<file path="config.mk">
export PLATFORM = sky130hd
export DESIGN_NAME = bounded_lcg_random_rejection_flat
export DESIGN_NICKNAME = d
export VERILOG_FILES = /design/src/hw/rtl/blcg_pkg.sv /design/src/hw/rtl/blcg_if.sv /design/src/hw/rtl/blcg_div.sv /design/src/hw/rtl/blcg_dp.sv /design/src/hw/rtl/blcg_ctrl.sv /design/src/hw/rtl/bounded_lcg_random_rejection.sv /design/src/flat_wrapper.sv
export SDC_FILE = /design/constraint.sdc
export NUM_CORES = 1
export LEC_CHECK = 0
export ABC_AREA = 1
export BUFFER_PORTS_ARGS = -buffer_cell sky130_fd_sc_hd__buf_2
export CORE_AREA = 2 2 193 148
export DETAILED_ROUTE_END_ITERATION = 16
export DIE_AREA = 0 0 195 150
export PLACE_DENSITY = 0.59
export SLEW_MARGIN = 20
export SYNTH_ARGS = -nofsm -noshare
export SYNTH_HDL_FRONTEND = slang
export SYNTH_HIERARCHICAL = 1
export SYNTH_SLANG_ARGS = --single-unit
export TNS_END_PERCENT = 30
</file>
<file path="constraint.sdc">
create_clock -name clk -period 7.2 [get_ports clk]
set_input_delay 1.44 -clock clk [delete_from_list [all_inputs] [get_ports clk]]
set_output_delay 1.44 -clock clk [all_outputs]
set_load 0.02 [all_outputs]
</file>
<file path="src/hw/rtl/blcg_pkg.sv">
// Shared widths, constants and control types of the bounded LCG random block.
`timescale 1ns / 1ps

package blcg_pkg;

	// Generator state and field width.
	localparam int STATE_W = 15;
	typedef logic [STATE_W-1:0] state_t;

	// Largest value of the generator, also the dividend of the range division.
	localparam state_t MAX_VALUE = 15'd32767;

	// LCG constants reduced modulo 2^15; only their low bits reach the state.
	localparam state_t LCG_MUL = 15'(214013 % 32768);
	localparam state_t LCG_ADD = 15'(2531011 % 32768);

	// Step counter of the bit-serial divider.
	localparam int CNT_W = $clog2(STATE_W);
	typedef logic [CNT_W-1:0] cnt_t;

	// Commands from the controller to the datapath.
	typedef struct packed {
		logic load;      // capture the limit, start limit division
		logic take_div;  // keep the range divisor
		logic step;      // advance the generator, start draw division
		logic emit;      // load the result register
	} blcg_cmd_t;

	// Status from the datapath to the controller.
	typedef struct packed {
		logic div_done;  // divider finished this cycle
		logic q_ok;      // quotient is within the limit
		logic out_free;  // result register can take a new result
	} blcg_sts_t;

endpackage

</file>
<file path="src/hw/rtl/blcg_if.sv">
// Valid/ready channel interfaces for the request and the result.
`timescale 1ns / 1ps

interface blcg_req_if;
	import blcg_pkg::*;

	logic   valid;
	logic   ready;
	state_t limit;

	modport source (output valid, output limit, input ready);
	modport sink (input valid, input limit, output ready);
endinterface

interface blcg_rsp_if;
	import blcg_pkg::*;

	logic   valid;
	logic   ready;
	state_t value;
	state_t raw_state;

	modport source (output valid, output value, output raw_state, input ready);
	modport sink (input valid, input value, input raw_state, output ready);
endinterface

</file>
<file path="src/hw/rtl/blcg_div.sv">
// Bit-serial restoring divider, one quotient bit per cycle.
`timescale 1ns / 1ps

module blcg_div (
	input  logic            clk,
	input  logic            arst_n,
	input  logic            start,
	input  blcg_pkg::state_t dividend,
	input  blcg_pkg::state_t divisor,
	output blcg_pkg::state_t quotient,
	output logic            done
);
	import blcg_pkg::*;

	localparam cnt_t LAST = CNT_W'(STATE_W - 1);

	state_t          rem_q;
	state_t          dvd_q;
	state_t          dsr_q;
	cnt_t            cnt_q;
	logic            busy_q;
	logic            done_q;
	logic [STATE_W:0] trial;
	logic            fits;

	// Shift the next dividend bit into the partial remainder and compare.
	always_comb begin
		trial = {rem_q, dvd_q[STATE_W-1]};
		fits  = (trial >= {1'b0, dsr_q});
	end

	// Control of the division run.
	always_ff @(posedge clk or negedge arst_n) begin
		if (!arst_n) begin
			busy_q <= 1'b0;
			done_q <= 1'b0;
			cnt_q  <= '0;
		end else begin
			done_q <= busy_q && (cnt_q == LAST);
			if (start) begin
				busy_q <= 1'b1;
				cnt_q  <= '0;
			end else if (busy_q) begin
				cnt_q <= cnt_q + 1'b1;
				if (cnt_q == LAST) begin
					busy_q <= 1'b0;
				end
			end
		end
	end

	// Remainder and quotient registers; quotient bits replace dividend bits.
	always_ff @(posedge clk) begin
		if (start) begin
			rem_q <= '0;
			dvd_q <= dividend;
			dsr_q <= divisor;
		end else if (busy_q) begin
			rem_q <= fits ? STATE_W'(trial - {1'b0, dsr_q}) : trial[STATE_W-1:0];
			dvd_q <= {dvd_q[STATE_W-2:0], fits};
		end
	end

	assign quotient = dvd_q;
	assign done     = done_q;
endmodule

</file>
<file path="src/hw/rtl/blcg_dp.sv">
// Datapath: generator state, limit and divisor registers, divider and result register.
`timescale 1ns / 1ps

module blcg_dp (
	input  logic                clk,
	input  logic                arst_n,
	input  blcg_pkg::blcg_cmd_t cmd,
	output blcg_pkg::blcg_sts_t sts,
	input  blcg_pkg::state_t    limit,
	input  logic                seed_we,
	input  blcg_pkg::state_t    seed_wdata,
	output logic                out_valid,
	input  logic                out_ready,
	output blcg_pkg::state_t    out_value,
	output blcg_pkg::state_t    out_raw_state
);
	import blcg_pkg::*;

	state_t          state_q;
	state_t          lim_q;
	state_t          div_q;
	state_t          value_q;
	state_t          raw_q;
	logic            out_valid_q;
	state_t          lim_sat;
	logic [2*STATE_W-1:0] prod;
	state_t          next_state;
	logic            div_start;
	state_t          div_dividend;
	state_t          div_divisor;
	state_t          quotient;
	logic            div_done;

	// Saturate the limit so the range divisor never becomes zero.
	assign lim_sat = (limit >= MAX_VALUE) ? MAX_VALUE - 1'b1 : limit;

	// Next generator state modulo 2^15.
	always_comb begin
		prod       = (2*STATE_W)'(state_q) * (2*STATE_W)'(LCG_MUL);
		next_state = prod[STATE_W-1:0] + LCG_ADD;
	end

	// The divider first forms the range divisor, then divides each draw.
	assign div_start    = cmd.load || cmd.step;
	assign div_dividend = cmd.load ? MAX_VALUE : next_state;
	assign div_divisor  = cmd.load ? STATE_W'(lim_sat + 1'b1) : div_q;

	blcg_div u_div (
		.clk      (clk),
		.arst_n   (arst_n),
		.start    (div_start),
		.dividend (div_dividend),
		.divisor  (div_divisor),
		.quotient (quotient),
		.done     (div_done)
	);

	// Generator state: reset and seed writes load it, each draw advances it.
	always_ff @(posedge clk or negedge arst_n) begin
		if (!arst_n) begin
			state_q <= '0;
		end else if (seed_we) begin
			state_q <= seed_wdata;
		end else if (cmd.step) begin
			state_q <= next_state;
		end
	end

	// Limit and range divisor of the item in progress.
	always_ff @(posedge clk) begin
		if (cmd.load) begin
			lim_q <= lim_sat;
		end
		if (cmd.take_div) begin
			div_q <= quotient;
		end
	end

	// Result register that parts the request side from the result side.
	always_ff @(posedge clk or negedge arst_n) begin
		if (!arst_n) begin
			out_valid_q <= 1'b0;
		end else if (cmd.emit) begin
			out_valid_q <= 1'b1;
		end else if (out_ready) begin
			out_valid_q <= 1'b0;
		end
	end

	always_ff @(posedge clk) begin
		if (cmd.emit) begin
			value_q <= quotient;
			raw_q   <= state_q;
		end
	end

	assign sts.div_done = div_done;
	assign sts.q_ok     = (quotient <= lim_q);
	assign sts.out_free = !out_valid_q || out_ready;

	assign out_valid     = out_valid_q;
	assign out_value     = value_q;
	assign out_raw_state = raw_q;
endmodule

</file>
<file path="src/hw/rtl/blcg_ctrl.sv">
// Controller: sequences limit division, draws, rejection and result transfer.
`timescale 1ns / 1ps

module blcg_ctrl (
	input  logic                clk,
	input  logic                arst_n,
	input  logic                in_valid,
	output logic                in_ready,
	input  blcg_pkg::blcg_sts_t sts,
	output blcg_pkg::blcg_cmd_t cmd
);
	import blcg_pkg::*;

	localparam logic [2:0] S_IDLE = 3'd0;
	localparam logic [2:0] S_LDIV = 3'd1;
	localparam logic [2:0] S_STEP = 3'd2;
	localparam logic [2:0] S_QDIV = 3'd3;
	localparam logic [2:0] S_OUT  = 3'd4;

	logic [2:0] state_q;
	logic [2:0] state_d;

	// Next state and command decode.
	always_comb begin
		state_d  = state_q;
		cmd      = '0;
		in_ready = 1'b0;
		case (state_q)
			S_IDLE: begin
				in_ready = 1'b1;
				if (in_valid) begin
					cmd.load = 1'b1;
					state_d  = S_LDIV;
				end
			end
			S_LDIV: begin
				if (sts.div_done) begin
					cmd.take_div = 1'b1;
					state_d      = S_STEP;
				end
			end
			S_STEP: begin
				cmd.step = 1'b1;
				state_d  = S_QDIV;
			end
			S_QDIV: begin
				if (sts.div_done) begin
					state_d = sts.q_ok ? S_OUT : S_STEP;
				end
			end
			S_OUT: begin
				if (sts.out_free) begin
					cmd.emit = 1'b1;
					state_d  = S_IDLE;
				end
			end
			default: begin
				state_d = S_IDLE;
			end
		endcase
	end

	// State register.
	always_ff @(posedge clk or negedge arst_n) begin
		if (!arst_n) begin
			state_q <= S_IDLE;
		end else begin
			state_q <= state_d;
		end
	end
endmodule

</file>
<file path="src/hw/rtl/bounded_lcg_random_rejection.sv">
// Bounded LCG random number block with rejection sampling; top level.
// After a request is taken, the limit division forms the range divisor; each draw then
// advances the generator and divides the new state by it in the bit-serial divider,
// and a draw whose quotient exceeds the limit is rejected and drawn again.
// One item is in progress at a time; a new request is taken while a result waits.
// Reset clears the generator state; a seed write reloads it.
`timescale 1ns / 1ps

module bounded_lcg_random_rejection (
	input  logic             clk,
	input  logic             arst_n,
	blcg_req_if.sink         req,
	blcg_rsp_if.source       rsp,
	input  logic             seed_we,
	input  blcg_pkg::state_t seed_wdata
);
	import blcg_pkg::*;

	blcg_cmd_t cmd;
	blcg_sts_t sts;

	// Sequencing.
	blcg_ctrl u_ctrl (
		.clk      (clk),
		.arst_n   (arst_n),
		.in_valid (req.valid),
		.in_ready (req.ready),
		.sts      (sts),
		.cmd      (cmd)
	);

	// Arithmetic and storage.
	blcg_dp u_dp (
		.clk           (clk),
		.arst_n        (arst_n),
		.cmd           (cmd),
		.sts           (sts),
		.limit         (req.limit),
		.seed_we       (seed_we),
		.seed_wdata    (seed_wdata),
		.out_valid     (rsp.valid),
		.out_ready     (rsp.ready),
		.out_value     (rsp.value),
		.out_raw_state (rsp.raw_state)
	);
endmodule
</file>
<file path="src/flat_wrapper.sv">
// flat-port wrapper written by rule: the top's interface ports become plain ports
module bounded_lcg_random_rejection_flat import blcg_pkg::*;
  (clk, arst_n, seed_we, seed_wdata, req_valid, req_limit, req_ready, rsp_valid, rsp_value, rsp_raw_state, rsp_ready);
  blcg_req_if req_i ();
  blcg_rsp_if rsp_i ();
  input  logic clk;
  input  logic arst_n;
  input  logic seed_we;
  input  blcg_pkg::state_t seed_wdata;
  input wire logic [$bits(req_i.valid)-1:0] req_valid;
  input wire logic [$bits(req_i.limit)-1:0] req_limit;
  output wire logic [$bits(req_i.ready)-1:0] req_ready;
  output wire logic [$bits(rsp_i.valid)-1:0] rsp_valid;
  output wire logic [$bits(rsp_i.value)-1:0] rsp_value;
  output wire logic [$bits(rsp_i.raw_state)-1:0] rsp_raw_state;
  input wire logic [$bits(rsp_i.ready)-1:0] rsp_ready;
  assign req_i.valid = req_valid;
  assign req_i.limit = req_limit;
  assign req_ready = req_i.ready;
  assign rsp_valid = rsp_i.valid;
  assign rsp_value = rsp_i.value;
  assign rsp_raw_state = rsp_i.raw_state;
  assign rsp_i.ready = rsp_ready;
  bounded_lcg_random_rejection u_core (.clk(clk), .arst_n(arst_n), .req(req_i), .rsp(rsp_i), .seed_we(seed_we), .seed_wdata(seed_wdata));
endmodule
</file>
==> results of run 1 <==
[worst paths after layout]
path                                                       end  slack, ps  cells after the start
worst max-delay path            u_core/u_dp/u_div/quotient[13]       1570                     21
worst min-delay path               u_core/u_dp/u_div/rem_q[11]        470                      2
worst max register to register  u_core/u_dp/u_div/quotient[13]       1570                     21
worst min register to register     u_core/u_dp/u_div/rem_q[11]        470                      2
max in group asynchronous           u_core/u_dp/u_div/cnt_q[2]       5650                      1
min in group asynchronous                u_core/u_dp/out_valid       1080                      1
[worst reg2reg max path, cell delays in order (launching register included)]
cell and delay (ps):
dfrtp_1 580, inv_1 140, fa_1 520, fa_1 570
inv_1 50, fa_1 490, inv_1 50, fa_1 470
inv_1 50, fa_1 530, inv_1 50, fa_1 530
inv_1 40, ha_1 330, inv_1 80, o21ai_0 260
a31oi_1 120, nand3_1 100, xor2_1 220, nand2_1 70
nand2_1 60, nand2_1 50
[state kept, by name, summed over array words and instances, names as in the netlist]
name / cells
u_core/u_dp/div_q: 15
u_core/u_dp/out_valid: 1
u_core/u_dp/out_value: 15
u_core/u_dp/state_q: 15
u_core/u_dp/u_div/quotient: 15
u_core/u_dp/u_div/done: 1
u_core/u_dp/out_raw_state: 15
u_core/u_ctrl/state_q: 3
u_core/u_dp/u_div/busy_q: 1
u_core/u_dp/u_div/cnt_q: 4
u_core/u_dp/u_div/rem_q: 15
u_core/u_dp/u_div/dsr_q: 15
u_core/u_dp/lim_q: 15
[layer usage]
| layer | GRT usage (%) | vias up | routed length, microns |
|---|---|---|---|
| li1 | - | 3565 | - |
| met1 | 26.50 | 3360 | 12490 |
| met2 | 23.36 | 188 | 9465 |
| met3 | 3.944 | 22 | 1467 |
| met4 | 4.198 | 0 | 247 |
| met5 | 0 | - | 0 |
[cells in the final DEF, fill, tap and decap left out, types with 3 or more instances in the layout]
cell type,count
nand2_1,308
inv_1,220
edfxtp_1,90
ha_1,85
nand3_1,71
buf_2,66
fa_1,49
nor2_1,37
dfrtp_1,25
o21ai_0,24
clkbuf_16,17
a21oi_1,17
dfxtp_1,15
xor2_1,13
xnor2_1,13
nand4_1,11
nor3_1,7
nand3_2,7
o221ai_1,7
buf_4,7
nand3b_1,6
o211ai_1,5
clkinvlp_4,4
clkinv_1,4
a21o_1,4
a31oi_1,4
a22oi_1,4
clkinv_2,3
o21ai_1,3
nor2_4,3
[area by class of cell]
| class | instances | area (sq um) |
|---|---|---|
| fillers | 2842 | 16780 |
| multi-input cells | 702 | 4807 |
| flip-flops and latches | 130 | 3628 |
| inverters | 225 | 844.6 |
| well taps | 357 | 446.7 |
| clock buffers | 19 | 432.9 |
| repair buffers | 73 | 382.9 |
| clock inverters | 13 | 135.1 |
[stage by stage]
stage	hold slack (ps)	std cells	area [sq um]	utilization, %
floorplan	443.6	1088	9445	-
global placement	461.2	1487	10110	36.82
detailed placement	461.1	1487	10110	36.82
CTS	473.5	1519	10680	38.89
global route	495.5	1519	10680	38.89
finish	471.6	1519	10680	38.89
[kinds of logic after synthesis]
kind of cell	count (synthesis)	synth area share [%]
AO/OA/AOI/OAI	74	4.901
buffers and inverters	256	10.78
flip-flops	130	38.42
AND/OR/NAND/NOR	468	21.84
adder cells (fa/ha/maj)	134	21.65
XOR/XNOR	26	2.411
==> results_dict.tcl, run 1 <==
set metrics [dict create \
    slew_violations 0 \
    hold_viol 0 \
    synth-edff-count 90 \
    cp_max_fo 8 \
    start_util_pct 34.40 \
    cpMaxStageDelayCell "dfrtp_1" \
    postCtsSetupBuffers 0 \
    drv_cap 0 \
    antenna_cells 0 \
    drt-total-wl_mm 23.67 \
    worst-path-buf-inv 7 \
    critPathCaptureType "register" \
    yosysSeqAreaShare_pct 38.42 \
    area_delta_synth_final_pct 13.05 \
    max_slew_margin_pct 36.28 \
    path_class "reg -> reg" \
    slowest_delay_ps 580 \
    synthArstFlopShare_pct 19.23 \
    ys.warnings.count 6 \
    portBuffers 66 \
    postCtsResizedCells 0 \
    synth_area_leader_cell "edfxtp_1" \
    synthCells 1088 \
    syn_area_sq_mm 0.009445 \
    worstPathArrival_ps 5800 \
    rows 53 \
    setup_ws_ps 1568 \
    cts_buffers 17 \
    ios 67 \
    yosysUniqueCellTypes 52 \
    core_region_area_sq_mm 0.02745 \
    dpl.hpwl_mm 18.36 \
    hp-start "u_core/u_dp/u_div/rem_q[11]" \
    layout-drive-gt1-share_pct 11.27 \
    grt_pass1_vias 6941 \
    synth.most_common_cell "nand2_1" \
    synth_fp_nets 1257 \
    max_freq_mhz 177.5 \
    rsz0062_at_grt "false" \
    drt_iter0_drc 573 \
    die_w_microns 195 \
    hold_path_class "reg -> reg" \
    ant_nets 0 \
    max-clock-path-buffers 2 \
    finalSetupTns_ps 0 \
    clkLatencyLatePin_ps 420 \
    pre_cts_slack_ps 1629 \
    cts_sinks 130 \
    cts_tree "yes" \
    avgViaCountPerCell 4.697 \
    dr.pass1.iters 5 \
    ys_ff_latch 130 \
    outcome "completed" \
    critPathTopFamily "adder cells" \
    grtUsageTotal_pct 17.03 \
    holdBufCountCts 0 \
    ys.flop_type "edfxtp_1" \
    fp.dieH_microns 150 \
    critPathRequiredTime_ps 7370 \
    htree_levels 4 \
    finalNetCount 1318 \
    clock_skew_ps 9.006 \
    grt_pass1_wl_mm 38.03 \
    worstSetupStartpointType "register" \
    r2r-start "u_core/u_dp/state_q[4]" \
    place_congestion 0.8938 \
    period_share_pct 78.23 \
    worstMarginPinSlew_ps 954.8 \
    drc_errors 0 \
    antenna_found_initial 0 \
    post_drt_wl_per_cell_microns 15.58 \
    grt_max_degree 36 \
    path_clk_slew_ps 60 \
    via_count 7135 \
    synth_top_area_share_pct 28.61 \
    synth_area_leaders "edfxtp_1 29%, nand2_1 12%, ha_1 11%" \
    cts_root_buffer "clkbuf_16" \
    path_cells "inv_1 -> fa_1 -> fa_1 -> inv_1 -> fa_1 -> inv_1 -> fa_1 -> inv_1 -> fa_1 -> inv_1 -> fa_1 -> inv_1 -> ha_1 -> inv_1 -> o21ai_0 -> a31oi_1 -> nand3_1 -> xor2_1 -> nand2_1 -> nand2_1 -> nand2_1" \
    synth_common_cells "308 x nand2_1, 220 x inv_1, 90 x edfxtp_1" \
    period_needed_ps 5632 \
    cpMostUsedCell "inv_1" \
    syn_avg_cell_area_sq_um 8.681 \
    critPathLaunch "u_core/u_dp/state_q[4]" \
    setup_viol 0 \
    dieArea_sq_mm 0.02925 \
    grt.overflow.total 0 \
]
Power of run 1 is left out: the tool's default activity adds up to more than one toggle a clock period on the data nets, which glitch-free logic cannot reach.
==> run 2, diff against run 1 <==
clock period = 5.65 ns   (was 7.2 ns; I/O delays follow)
==> run 2 against run 1 <==
Against the previous run:
- design area rose by 0.54%
- first-iteration DRC count fell by 4.9%
- fmax grew 4.9%
- count of clock-buffer cells in the layout is 1 higher
==> results_dict.tcl, run 2 (synthesis results as in run 1) <==
set metrics [dict create \
    outcome "completed" \
    final_cell_mix "308 x nand2_1, 217 x inv_1, 90 x edfxtp_1" \
    maxUsedRoutingLayer "met4" \
    antenna_found_initial 1 \
    path_clk_slew_ps 60 \
    critPathCaptureType "register" \
    num-fill-cells 2779 \
    path_class "reg -> reg" \
    cpMostUsedCell "inv_1" \
    start_util_pct 34.40 \
    grt_pass1_wl_mm 38.56 \
    slew_violations 0 \
    cp_max_fo 4 \
    ant_nets 0 \
    path_cells "inv_1 -> fa_1 -> fa_1 -> inv_1 -> fa_1 -> inv_1 -> fa_1 -> inv_1 -> fa_1 -> inv_1 -> fa_1 -> inv_1 -> ha_1 -> inv_1 -> o21ai_1 -> a31oi_1 -> nand3_1 -> xor2_1 -> nand2_1 -> nand2_1 -> nand2_1" \
    cts_buffers 17 \
    via_count 7192 \
    cts_tree "yes" \
    dieArea_sq_mm 0.02925 \
    critPathRequiredTime_ps 5830 \
    avgViaCountPerCell 4.719 \
    finalSetupTns_ps 0 \
    worstPathArrival_ps 5540 \
    m1WireLength_mm 12.65 \
    die_w_microns 195 \
    max-clock-path-buffers 2 \
    place_congestion 0.9001 \
    hold_viol 0 \
    rsz0062_at_grt "false" \
    worstMarginPinSlew_ps 916.3 \
    drc_errors 0 \
    antenna_cells 0 \
    dr_wl_met2_mm 9.281 \
    rows 53 \
    slowest_delay_ps 570 \
    max_freq_mhz 186.3 \
    cts_root_buffer "clkbuf_16" \
    fp.dieH_microns 150 \
    critPathTopFamily "adder cells" \
    clkLatencyLatePin_ps 420 \
    worstSetupStartpointType "register" \
    grtUsageTotal_pct 17.23 \
    hold_path_class "reg -> reg" \
    htree_levels 4 \
    period_share_pct 95.01 \
    dr.pass1.iters 5 \
    ios 67 \
    grt_max_degree 37 \
    grt.overflow.total 0 \
    drv_cap 0 \
    area_delta_synth_final_pct 13.66 \
    core_region_area_sq_mm 0.02745 \
    drt-total-wl_mm 23.70 \
    cpMaxStageDelayCell "fa_1" \
    finalNetCount 1323 \
    grt_pass1_vias 6944 \
    period_needed_ps 5368 \
    layout_commonest_cell "nand2_1" \
    worst-path-buf-inv 7 \
    layout-drive-gt1-share_pct 12.00 \
    portBuffers 66 \
    post_drt_wl_per_cell_microns 15.55 \
    dpl.hpwl_mm 18.36 \
    drt_iter0_drc 545 \
    dr_wl_met3_mm 1.537 \
    setup_viol 0 \
    clock_skew_ps 8.446 \
    max_slew_margin_pct 38.85 \
    cts_sinks 130 \
]
## run 2: changes by cell type in the layout (fill, tap and decap cells not counted), moves of 2 or more
cell / previous run / this run
clkinv_1: 4 / 6
inv_2: 2 / 5
dfrtp_1: 25 / 23
o21ai_1: 3 / 5
dfrtp_2: 0 / 2
clkinvlp_4: 4 / 2
buf_4: 7 / 12
inv_1: 220 / 217
o21ai_0: 24 / 22
## run 2: metrics by stage
step,instance area (sq um),setup WS [ps],cells,util (%),hold slack [ps]
floorplan,9445,519.4,1088,-,443.6
global placement,10150,336.2,1492,36.96,461.4
detailed placement,10150,232.1,1492,36.96,456.8
CTS,10720,203.8,1524,39.06,467.1
global route,10740,3.876,1524,39.10,493.9
finish,10740,281.8,1524,39.10,469.2
## run 2: worst min-delay path: stages, from the launching register on
cell and delay, ps:
dfxtp_1 320, nand2_1 60, nand2_1 40
## run 2: final timing paths
path | start | end | slack, ps | cells past startpoint
setup / recovery | u_core/u_dp/state_q[4] | u_core/u_dp/u_div/quotient[13] | 280 | 21
hold / removal | u_core/u_dp/u_div/rem_q[5] | u_core/u_dp/u_div/rem_q[5] | 470 | 2
setup reg to reg | u_core/u_dp/state_q[4] | u_core/u_dp/u_div/quotient[13] | 280 | 21
hold reg to reg | u_core/u_dp/u_div/rem_q[5] | u_core/u_dp/u_div/rem_q[5] | 470 | 2
max in group asynchronous | arst_n | u_core/u_dp/state_q[4] | 4420 | 1
min in group asynchronous | arst_n | u_core/u_ctrl/state_q[1] | 740 | 1
## run 2: final cells by class
cell class	instances	area, sq um	share of cell area [%]
Clock buffer	20	436.7	4.068
Clock inverter	12	140.1	1.305
Inverter	225	844.6	7.867
Multi-Input combinational cell	702	4816	44.86
Sequential cell	130	3631	33.82
Tap cell	357	446.7	4.161
Timing Repair Buffer	78	420.4	3.916
## run 2: metal layers
| metal | track usage (%) | up-vias |
|---|---|---|
| li1 | - | 3583 |
| met1 | 26.84 | 3392 |
| met2 | 23.86 | 198 |
| met3 | 3.854 | 19 |
| met4 | 3.893 | 0 |
| met5 | 0 | - |
## run 2: timing repair
| action | CTS | global route |
|---|---|---|
| setup endpoints to repair | 0 | 4 |
| hold buffers | 0 | 0 |
| resized for setup | 0 | 9 |
| setup buffers | 0 | 0 |
Power of run 2 is left out for the same reason.
